==> config.mk <==
export PLATFORM = sky130hd
export DESIGN_NAME = nav_frame_sync_and_field_decoder
export DESIGN_NICKNAME = d
export VERILOG_FILES = /design/src/sv/nfsd_pkg.sv /design/src/sv/nav_frame_sync_and_field_decoder.sv
export SDC_FILE = /design/constraint.sdc
export NUM_CORES = 2
export LEC_CHECK = 0
export ABC_CLOCK_PERIOD_IN_PS = 12800
export BUFFER_PORTS_ARGS = -buffer_cell sky130_fd_sc_hd__buf_2
export CAP_MARGIN = 20
export CORE_ASPECT_RATIO = 1.1
export CORE_UTILIZATION = 45
export CTS_CLUSTER_DIAMETER = 50
export DETAILED_ROUTE_END_ITERATION = 7
export SLEW_MARGIN = 20
export SYNTH_ARGS = -nofsm -noshare
export SYNTH_HDL_FRONTEND = slang
export SYNTH_SLANG_ARGS = --single-unit
==> constraint.sdc <==
create_clock -name i_clk -period 12.8 [get_ports i_clk]
set_input_delay 0.64 -clock i_clk [delete_from_list [all_inputs] [get_ports i_clk]]
set_output_delay 0.64 -clock i_clk [all_outputs]
set_load 0.02 [all_outputs]
==> src/sv/nfsd_pkg.sv <==
`default_nettype none
package nfsd_pkg;

    localparam int FrameLen   = 137;
    localparam int SumFirst   = 2;
    localparam int CheckPos   = 135;
    localparam int FieldCount = 40;

    localparam logic [7:0] Sync0 = 8'hAA;
    localparam logic [7:0] Sync1 = 8'h55;
    localparam logic [7:0] Sync2 = 8'h01;
    localparam logic [7:0] Sync3 = 8'h58;

    typedef struct packed {
        logic [7:0] offset;
        logic [3:0] size;
        logic       is_signed;
    } t_field_desc;

    function automatic t_field_desc field_desc(input logic [5:0] idx);
        t_field_desc d;
        case (idx)
            6'd0:  d = '{8'd6,   4'd2, 1'b0};
            6'd1:  d = '{8'd8,   4'd2, 1'b1};
            6'd2:  d = '{8'd10,  4'd2, 1'b1};
            6'd3:  d = '{8'd12,  4'd4, 1'b1};
            6'd4:  d = '{8'd16,  4'd4, 1'b1};
            6'd5:  d = '{8'd20,  4'd4, 1'b1};
            6'd6:  d = '{8'd24,  4'd4, 1'b1};
            6'd7:  d = '{8'd28,  4'd4, 1'b1};
            6'd8:  d = '{8'd32,  4'd4, 1'b1};
            6'd9:  d = '{8'd36,  4'd2, 1'b1};
            6'd10: d = '{8'd38,  4'd2, 1'b1};
            6'd11: d = '{8'd40,  4'd2, 1'b1};
            6'd12: d = '{8'd42,  4'd2, 1'b0};
            6'd13: d = '{8'd44,  4'd2, 1'b0};
            6'd14: d = '{8'd46,  4'd2, 1'b1};
            6'd15: d = '{8'd48,  4'd8, 1'b1};
            6'd16: d = '{8'd56,  4'd8, 1'b1};
            6'd17: d = '{8'd64,  4'd4, 1'b1};
            6'd18: d = '{8'd68,  4'd4, 1'b1};
            6'd19: d = '{8'd72,  4'd4, 1'b1};
            6'd20: d = '{8'd76,  4'd4, 1'b1};
            6'd21: d = '{8'd80,  4'd8, 1'b1};
            6'd22: d = '{8'd88,  4'd8, 1'b1};
            6'd23: d = '{8'd96,  4'd4, 1'b1};
            6'd24: d = '{8'd100, 4'd4, 1'b1};
            6'd25: d = '{8'd104, 4'd2, 1'b1};
            6'd26: d = '{8'd106, 4'd4, 1'b1};
            6'd27: d = '{8'd110, 4'd4, 1'b0};
            6'd28: d = '{8'd114, 4'd1, 1'b0};
            6'd29: d = '{8'd115, 4'd1, 1'b0};
            6'd30: d = '{8'd116, 4'd1, 1'b0};
            6'd31: d = '{8'd117, 4'd2, 1'b0};
            6'd32: d = '{8'd119, 4'd1, 1'b0};
            6'd33: d = '{8'd120, 4'd2, 1'b0};
            6'd34: d = '{8'd122, 4'd2, 1'b1};
            6'd35: d = '{8'd124, 4'd2, 1'b1};
            6'd36: d = '{8'd126, 4'd2, 1'b1};
            6'd37: d = '{8'd128, 4'd2, 1'b0};
            6'd38: d = '{8'd130, 4'd4, 1'b0};
            6'd39: d = '{8'd134, 4'd1, 1'b0};
            default: d = '{8'd0, 4'd1, 1'b0};
        endcase
        return d;
    endfunction

endpackage
`default_nettype wire

==> src/sv/nav_frame_sync_and_field_decoder.sv <==
`default_nettype none
// Operation: after the last byte of a matched frame is written, the sync and check reads and
// the compare run; each field is then read byte by byte through the single read port of the
// byte ring memory, sign- or zero-extended and presented on the output.
// While searching, each byte takes two sum reads, the write, six sync and check reads and the
// compare; the next byte waits for that compare, and input is held off while fields are sent.
// Reset: synchronous active low; clears control state, pointer, sum and both byte counts.
module nav_frame_sync_and_field_decoder (
    input  wire logic        i_clk,
    input  wire logic        i_rst_n,
    input  wire logic        i_valid,
    output logic             o_ready,
    input  wire logic [7:0]  i_rx_byte,
    output logic             o_valid,
    input  wire logic        i_ready,
    output logic [5:0]       o_field_index,
    output logic [63:0]      o_field_value,
    output logic             o_last_field
);

    localparam int FRAME_LEN = nfsd_pkg::FrameLen;
    localparam int AW = $clog2(FRAME_LEN);

    // The window lives in a ring memory. The newest byte sits at r_wp-1,
    // so window position p is at address (r_wp + p) mod FRAME_LEN.
    // The ring is not cleared at reset. A fill count tells which window
    // positions were written since reset; the others count as zero in the sum.
    logic [7:0] r_mem [FRAME_LEN];
    logic [7:0] r_rd;

    typedef enum logic [2:0] {
        S_IDLE, S_SYNC, S_WAIT, S_CHK, S_FLD, S_OUT
    } t_state;

    t_state          r_state;
    logic [AW-1:0]   r_wp;
    logic [7:0]      r_fresh;
    logic [7:0]      r_fill;
    logic [15:0]     r_sum;
    logic [15:0]     r_check;
    logic            r_sync_ok;
    logic [3:0]      r_step;   // read step within a phase
    logic [5:0]      r_fidx;
    logic [63:0]     r_acc;
    logic [7:0]      r_old2;

    logic [AW-1:0]   rd_addr;
    logic            rd_en;
    logic [8:0]      pos;
    nfsd_pkg::t_field_desc desc;

    assign desc = nfsd_pkg::field_desc(r_fidx);

    // Window position to ring address; pos < 2*FRAME_LEN.
    function automatic logic [AW-1:0] wrap(input logic [8:0] p);
        logic [9:0] s;
        s = 10'(p) + 10'(r_wp);
        if (s >= 10'(2 * FRAME_LEN)) s = s - 10'(2 * FRAME_LEN);
        if (s >= 10'(FRAME_LEN)) s = s - 10'(FRAME_LEN);
        return s[AW-1:0];
    endfunction

    // Read sequencing. S_IDLE reads positions 2 and 135 for the sum update
    // before the new byte lands. S_SYNC steps 0..5 read positions 0, 1, 2, 3,
    // 135 and 136 of the updated window for the sync and check compare.
    always_comb begin
        pos = 9'd0;
        rd_en = 1'b0;
        case (r_state)
            S_IDLE: begin
                rd_en = 1'b1;
                pos = (r_step == 4'd0) ? 9'(nfsd_pkg::SumFirst) : 9'(nfsd_pkg::CheckPos);
            end
            S_SYNC: begin
                rd_en = 1'b1;
                case (r_step)
                    4'd0: pos = 9'd0;
                    4'd1: pos = 9'd1;
                    4'd2: pos = 9'd2;
                    4'd3: pos = 9'd3;
                    4'd4: pos = 9'(nfsd_pkg::CheckPos);
                    default: pos = 9'(nfsd_pkg::CheckPos + 1);
                endcase
            end
            S_FLD: begin
                rd_en = 1'b1;
                pos = 9'(desc.offset) + 9'(r_step);
            end
            default: ;
        endcase
        rd_addr = wrap(pos);
    end

    logic do_write;
    assign o_ready  = (r_state == S_IDLE) && (r_step == 4'd2);
    assign do_write = i_valid && o_ready;

    always_ff @(posedge i_clk) begin
        if (do_write) r_mem[r_wp] <= i_rx_byte;
        if (rd_en) r_rd <= r_mem[rd_addr];
    end

    logic [63:0] ext;
    always_comb begin
        ext = r_acc;
        case (desc.size)
            4'd1: ext = {{56{desc.is_signed & r_acc[7]}},  r_acc[7:0]};
            4'd2: ext = {{48{desc.is_signed & r_acc[15]}}, r_acc[15:0]};
            4'd4: ext = {{32{desc.is_signed & r_acc[31]}}, r_acc[31:0]};
            default: ext = r_acc;
        endcase
    end

    always_ff @(posedge i_clk) begin
        if (!i_rst_n) begin
            r_state   <= S_IDLE;
            r_wp      <= '0;
            r_fresh   <= '0;
            r_fill    <= '0;
            r_sum     <= '0;
            r_step    <= '0;
            r_fidx    <= '0;
            r_sync_ok <= 1'b0;
            o_valid   <= 1'b0;
        end else begin
            case (r_state)
                S_IDLE: begin
                    // step0 read pos2, step1 read pos135 (old2 arrives), step2 wait byte
                    if (r_step == 4'd1) begin
                        r_old2 <= r_rd;
                        r_step <= 4'd2;
                    end else if (r_step == 4'd2) begin
                        if (do_write) begin
                            // Position p holds a written byte once the fill count
                            // reaches FRAME_LEN - p; unwritten bytes count as zero.
                            r_sum <= r_sum
                                - ((r_fill >= 8'(FRAME_LEN - nfsd_pkg::SumFirst)) ?
                                   16'(r_old2) : 16'd0)
                                + ((r_fill >= 8'(FRAME_LEN - nfsd_pkg::CheckPos)) ?
                                   16'(r_rd) : 16'd0);
                            r_wp <= (r_wp == AW'(FRAME_LEN - 1)) ? '0 : r_wp + 1'b1;
                            if (r_fresh < 8'(FRAME_LEN)) r_fresh <= r_fresh + 1'b1;
                            if (r_fill < 8'(FRAME_LEN)) r_fill <= r_fill + 1'b1;
                            r_step <= '0;
                            r_state <= S_SYNC;
                            r_sync_ok <= 1'b1;
                        end
                    end else begin
                        r_step <= r_step + 1'b1;
                    end
                end
                S_SYNC: begin
                    // data for step k-1 arrives at step k
                    case (r_step)
                        4'd1: if (r_rd != nfsd_pkg::Sync0) r_sync_ok <= 1'b0;
                        4'd2: if (r_rd != nfsd_pkg::Sync1) r_sync_ok <= 1'b0;
                        4'd3: if (r_rd != nfsd_pkg::Sync2) r_sync_ok <= 1'b0;
                        4'd4: if (r_rd != nfsd_pkg::Sync3) r_sync_ok <= 1'b0;
                        4'd5: r_check[7:0] <= r_rd;
                        default: ;
                    endcase
                    if (r_step == 4'd5) r_state <= S_WAIT;
                    r_step <= r_step + 1'b1;
                end
                S_WAIT: begin
                    r_check[15:8] <= r_rd;
                    r_state <= S_CHK;
                end
                S_CHK: begin
                    r_step <= '0;
                    r_fidx <= '0;
                    r_acc  <= '0;
                    if (r_sync_ok && r_fresh == 8'(FRAME_LEN) && r_check == r_sum) begin
                        r_state <= S_FLD;
                        r_fresh <= '0;
                    end else begin
                        r_state <= S_IDLE;
                    end
                end
                S_FLD: begin
                    // r_step issues reads; byte k arrives in the cycle after its read
                    if (r_step != 4'd0) begin
                        r_acc <= r_acc | (64'(r_rd) << (8 * (r_step - 4'd1)));
                    end
                    if (r_step == desc.size) begin
                        r_state <= S_OUT;
                    end else begin
                        r_step <= r_step + 1'b1;
                    end
                end
                S_OUT: begin
                    if (!o_valid) begin
                        o_valid       <= 1'b1;
                        o_field_index <= r_fidx;
                        o_field_value <= ext;
                        o_last_field  <= (r_fidx == 6'(nfsd_pkg::FieldCount - 1));
                    end else if (i_ready) begin
                        o_valid <= 1'b0;
                        r_step  <= '0;
                        r_acc   <= '0;
                        if (r_fidx == 6'(nfsd_pkg::FieldCount - 1)) begin
                            r_state <= S_IDLE;
                        end else begin
                            r_fidx  <= r_fidx + 1'b1;
                            r_state <= S_FLD;
                        end
                    end
                end
                default: r_state <= S_IDLE;
            endcase
        end
    end

    a_valid_hold: assert property (@(posedge i_clk) disable iff (!i_rst_n)
        o_valid && !i_ready |=> o_valid && $stable(o_field_value))
        else $error("result dropped while stalled");
    a_no_in_while_out: assert property (@(posedge i_clk) disable iff (!i_rst_n)
        o_valid |-> !o_ready)
        else $error("input taken during field output");
    a_fresh_cap: assert property (@(posedge i_clk) disable iff (!i_rst_n)
        r_fresh <= 8'(FRAME_LEN))
        else $error("fresh count overflow");
    a_fresh_within_fill: assert property (@(posedge i_clk) disable iff (!i_rst_n)
        r_fresh <= r_fill)
        else $error("fresh count ahead of fill count");

endmodule
`default_nettype wire
After elaboration in Yosys (flattened, before gate mapping)
Memory sizes are Yosys's and may differ from the RTL's. A register that Yosys moved wholly into a read port is not among the register bits.
Cells that the tools add are included.
{"block": "classes", "reduce_logical": 25, "shifts": 1, "addsub": 12, "bitwise_logic": 6, "muxes": 56, "order_cmp": 6, "eq_ne": 40}
{"cell": "$pmux 64 s3", "n": 2}
{"cell": "$mux 64", "n": 3}
{"cell": "$mux 8", "n": 10}
{"cell": "$or 64x64->64", "n": 1}
{"cell": "$shl 8x32->64", "n": 1}
{"cell": "$pmux 8 s5", "n": 1}
{"cell": "$mux 6", "n": 5}
{"cell": "$mux 3", "n": 9}
{"cell": "$pmux 9 s3", "n": 1}
{"cell": "$add 8x1->8 const B", "n": 3}
{"cell": "$mux 4", "n": 6}
{"cell": "$ne 2x2->1 const B", "n": 10}
{"cell": "$pmux 4 s5", "n": 1}
{"cell": "$pmux 3 s6", "n": 1}
{"cell": "$add 16x8->16", "n": 1}
{"cell": "$eq 16x16->1", "n": 1}
{"cell": "$eq 8x8->1 const B", "n": 2}
{"cell": "$lt 8x8->1 const B", "n": 2}
{"cell": "$ne 8x7->1 const B", "n": 2}
{"cell": "$pmux 8 s2", "n": 1}
{"cell": "$sub 16x8->16", "n": 1}
{"cell": "$reduce_and 5->1", "n": 3}
{"cell": "$eq 4x2->1 const B", "n": 3}
{"cell": "$eq 4x3->1 const B", "n": 3}
{"cell": "other kinds (44)", "n": 73}
{"block": "totals", "output_inout_bits": 73, "elab_cells": 164, "romBits": 832, "ram_bits": 1096, "mem_count": 2, "in_bits": 12, "reg_bits": 214}
{"memory": "r_mem", "words": 137, "word_bits": 8, "read_ports": 1, "rd_clocked_by_memory_dff": 1, "wr": 1, "line": "nav_frame_sync_and_field_decoder.sv:28", "text": "logic [7:0] r_mem [FRAME_LEN];"}
{"memory": "(name not given)", "words": 64, "word_bits": 13, "read_ports": 1, "rd_clocked_by_memory_dff": 1, "wr": 0, "line": "nfsd_pkg.sv:22", "text": "case (idx)"}

Longest topological paths before layout
{"block": "depth", "ltp_word": 8, "mapped_depth": 35, "ltp_nobuf": 28}

Least setup slack after synthesis
Ideal clock, no wire load.
{"block": "synth_timing", "path_kind": "register to register", "start": "register r_step[0]", "end": "register r_rd[0], read port of r_mem (data pin)", "setup_time_ns": 0.281, "setup_slack_ns": 5.007, "synth_period_minus_slack_ns": 7.793, "t_required_ns": 12.519, "path_stages_with_launch": 31, "n_path_buf": 5, "arrival_ns": 7.513, "path_cell_list": "dfxtp_1 ha_1 inv_1 fa_1 nor2b_1 o21a_1 or2_2 and3_1 xnor2_1 nor2_1 ha_1 or2_0 o31a_1 xnor2_1 o22ai_2 xnor2_2 clkbuf_1 clkbuf_1 ha_1 clkbuf_1 o2111ai_1 a21o_1 buf_4 a21oi_4 xnor2_2 clkbuf_1 mux4_2 a22oi_1 nand4_1 o311ai_0 o2111ai_1"}
{"block": "synth_between", "elab_chain_cells": 8, "elab_cells_between_ends": 16, "classes_between": "4 x add/sub; 2 x order compare; 4 x eq/ne; 5 x mux; 1 x reduce/logical"}
{"item": "from (decl)", "line": "nav_frame_sync_and_field_decoder.sv:42", "text": "logic [3:0] r_step;"}
{"item": "from (signal assigned)", "line": "nav_frame_sync_and_field_decoder.sv:149", "text": "r_step <= r_step + 1'b1;"}
{"item": "from (signal assigned)", "line": "nav_frame_sync_and_field_decoder.sv:163", "text": "r_step <= r_step + 1'b1;"}
{"item": "from (signal assigned)", "line": "nav_frame_sync_and_field_decoder.sv:188", "text": "r_step <= r_step + 1'b1;"}
{"item": "parallel branches: the longest is 2 deep, another holds $add 8x4->9"}
{"item": "$pmux 9 s3 *", "line": "nav_frame_sync_and_field_decoder.sv:69", "text": "case (r_state)"}
{"item": "$add 9x8->10 *", "line": "nav_frame_sync_and_field_decoder.sv:57", "text": "s = 10'(p) + 10'(r_wp);"}
{"item": "$sub 10x9->10 or $ge 10x9->1 (tied branches)", "line": "nav_frame_sync_and_field_decoder.sv:58", "text": "if (s >= 10'(2 * FRAME_LEN)) s = s - 10'(2 * FRAME_LEN);"}
{"item": "$mux 10 *", "line": "nav_frame_sync_and_field_decoder.sv:58"}
{"item": "$sub 8x8->8 or $ge 10x8->1 (tied branches)", "line": "nav_frame_sync_and_field_decoder.sv:59", "text": "if (s >= 10'(FRAME_LEN)) s = s - 10'(FRAME_LEN);"}
{"item": "$mux 8 *", "line": "nav_frame_sync_and_field_decoder.sv:59"}
{"item": "to (decl)", "line": "nav_frame_sync_and_field_decoder.sv:29", "text": "logic [7:0] r_rd;"}
Mark *: on every way between the ends.
A chain may end at the register's enable or synchronous reset.

Worst setup path after layout
{"block": "layout_timing", "start": "register r_step[0]", "end": "register r_rd[2], read port of r_mem (data pin)"}
The elaborated chain is that of the path after synthesis.

==> summary.txt <==
Outcome
  – Status: complete, no violations

Clock tree
  – CTS Buf Count: around 150
  – Root buffer cell: clkbuf_16
  – Clock-pin transition on the worst setup and hold timing paths: 0.06 ns
  – Setup repair bufs after CTS: 0
  – Clk Latency, worst-skew pair: between 0.7 and 0.8 ns
  – CTS Buffer Depth: 3
  – CTS H-tree lvls: 4
  – # hold bufs at CTS: 0
  – CTS tree: yes
  – CTS Sinks: roughly 1300
  – Post-cts sizing count: 0

Worst setup path
  – WP buf/inv: 6
  – Worst path required time: 13.25 ns
  – Worst Setup Start Kind: flop
  – CP delay by family, top: compound AO/OA/AOI/OAI gates
  – CP endpoint kind: flop
  – Crit-path slowest cell: and2_4
  – Largest fanout on the critical path: slightly above 50
  – Crit-path most repeated cell: buf_4
  – Setup CP Type: flop to flop
  – Critical Path Max Stage Delay: 0.71 ns
  – Crit path DAT: just over 10 ns

Yosys
  – EDFF count, synth: about 1300
  – Sequential-to-total area share from yosys stat: 0.687
  – #FFs+latches synth: roughly 1300
  – Post-synth net total: 4568
  – Area leader, netlist: edfxtp_1
  – Synth top area cells: edfxtp_1, nand2_1, dfxtp_1
  – Cell variety after synth: 84
  – Asr flop ratio synth: 0
  – Synth Area per Inst: 12.7 um^2
  – Ys flop type: edfxtp_1
  – Synth top area share: 0.663
  – Cell area after synthesis: between 0.05 and 0.06 mm^2
  – Mapped Cells: roughly 4500
  – Synth warnings: 0

Cells and area
  – Filler cells: ~11000
  – Layout area overhead: 12.2%
  – Nets: between 4000 and 5000
  – Fraction of layout cells with a size suffix above 1: 0.0980
  – Multi-input gate area: 0.0166 mm^2
  – Commonest non-fill, non-tap cell in the layout: edfxtp_1
  – Most frequent cells in the layout: edfxtp_1, nand2_1, nor2_1, nand3_1, a21oi_1
  – Final core utilization: 0.511
  – Sequential cell area: roughly 0.04 mm^2

STA
  – Post-Route Setup TNS: 0 ns
  – Min Tclk post-route: between 9 and 10 ns
  – Final Slew Violations: 0
  – Fin crit share: 0.773
  – FMAX: 101 MHz
  – Tightest Pin Transition: between 1 and 1.5 ns
  – RSZ-0062 raised after global routing: false
  – Final setup viols: 0
  – Hold Vio Cnt, Final: 0
  – Max_slew headroom: 0.205
  – Worst Skew: about 0.032 ns
  – Setup WS post-layout: approximately 2.9 ns

Place
  – GP Congestion: approximately 0.91
  – Detailed placement HPWL: roughly 97000 um
  – Port Buffer Count: 84
  – Setup Slack @ Placement: between 2 and 3 ns

GRT
  – Initial antenna violation count: 6
  – Number of global-route vias before repair: roughly 36000
  – Global-route wire length before repair: approximately 240000 um
  – Overflow after GRT: 0
  – Largest net degree at the start of global routing: roughly 170
  – Total GRT Usage: 0.248

Floorplan
  – Die height: approximately 380 um
  – Core Region: ~0.13 mm^2
  – I/O pin count: 85
  – Std-Cell Rows: approximately 140
  – Die Wd: approximately 340 um
  – Full die area: 0.128 mm^2
  – Starting Density: 0.456

Power and ir drop
  – VDD IR max: roughly 0.00041 V
  – Leak: 21.6 nW
  – Cell Pwr Density: approximately 220 mW/mm^2

Routing
  – Pre-Repair DR Iteration Count: 6
  – Routed vias: around 38000
  – Routed WL per cell: 25.5 um
  – Drc violations: 0
  – DRT iter0 DRCs: 4378
  – Antenna viol nets, final: 0
  – DR vias/cell: 5.99
  – Post-Route WL: 161000 um

Flow run
  – Max-Cap Viols: 0

Min path
  – Worst Hold Class: input port to flop
stage by stage:
step                      hold slack (ns)  cells  power [mW]  instance area [um^2]
after floorplan                     0.427   4492        8.36                 57200
after global placement              0.446   6029        10.1                 59200
after global routing                0.167   6297        15.0                 64100
after detailed placement            0.447   6029        10.2                 59200
after CTS                           0.129   6297        14.4                 64100
final                               0.178   6298        14.4                 64100
synth_stat cells, drive strengths merged (7+ instances only):
| cell type | n |
|---|---|
| edfxtp | 1263 |
| nand2 | 785 |
| nor2 | 301 |
| nand3 | 273 |
| a21oi | 268 |
| clkbuf | 158 |
| o21ai | 127 |
| buf | 109 |
| mux2i | 108 |
| inv | 74 |
| dfxtp | 68 |
| o22ai | 68 |
| a31oi | 61 |
| and3 | 55 |
| ha | 54 |
| a211oi | 51 |
| a22oi | 42 |
| xnor2 | 41 |
| nor2b | 40 |
| o221ai | 38 |
| nand4 | 36 |
| nor4 | 36 |
| nor3 | 35 |
| a21o | 34 |
| and2 | 34 |
| xor2 | 33 |
| o311ai | 30 |
| mux2 | 26 |
| mux4 | 25 |
| a311oi | 24 |
| o211ai | 22 |
| a2111oi | 21 |
| a311o | 15 |
| a21boi | 13 |
| nand2b | 13 |
| o2111ai | 12 |
| o21a | 12 |
| fa | 10 |
| nor3b | 8 |
| or2 | 7 |
cells by family (layout without fill, tap and decap cells):
family                     count (synthesis)  in the layout  synth area share
AOI/OAI and AO/OA                        878            878             0.101
xor gates and xnor gates                  74             74            0.0117
adders and majority gates                 64             64            0.0153
buffers and inverters                    344            493            0.0245
DFF                                     1331           1331             0.687
muxes                                    159            159            0.0339
other                                      0              1                 0
and+or+nand+nor                         1642           1642             0.126
worst register-to-register path: cells and delay by family, from the launching register on:
family                     cells  cell delay (ns)
buffers and inverters          6             2.46
adders and majority gates      3             1.02
xor gates and xnor gates       1             0.16
and+or+nand+nor                6             1.50
AOI/OAI and AO/OA             12             3.99
DFF                            1             0.42
power breakdown:
group          leakage (nW)  internal, mW  switching, mW
Clock                  2.39          2.52           1.78
Sequential             12.0          4.82         0.0305
Combinational          7.26          1.58           3.69
registers in the layout (all words and copies together), names as in the netlist, 8 cells and up:
name           flops
r_mem           1096
r_fresh            8
r_wp               8
r_check           16
r_sum             16
desc              13
r_rd               8
r_fill             8
r_acc             64
o_field_value     64
r_old2             8
layer usage:
layer / vias up / track usage / routed length [um]
li1: 17000 / - / -
met1: 18700 / 0.335 / 65600
met2: 1685 / 0.402 / 77000
met3: 312 / 0.0425 / 12600
met4: 8 / 0.0860 / 5220
met5: - / 0 / 45
final timing paths:
kind / startpoint / end / slack [ns] / cells past startpoint
worst max-delay path: r_step[0] / r_rd[2] / 2.90 / 28
worst min-delay path: i_ready / o_valid / 0.18 / 3
worst max register to register: r_step[0] / r_rd[2] / 2.90 / 28
worst min register to register: r_acc[6] / o_field_value[6] / 0.46 / 0
layout make-up:
cell class | instances | area share
multi-input cells | 2817 | 0.259
well taps | 1656 | 0.0323
diodes | 1 | 0.0000390
repair buffers | 148 | 0.0151
clock inverters | 84 | 0.0141
clock buffers | 184 | 0.0623
inverters | 77 | 0.00451
flip-flops and latches | 1331 | 0.613
No activity file was read; power rests on OpenSTA's default activity.
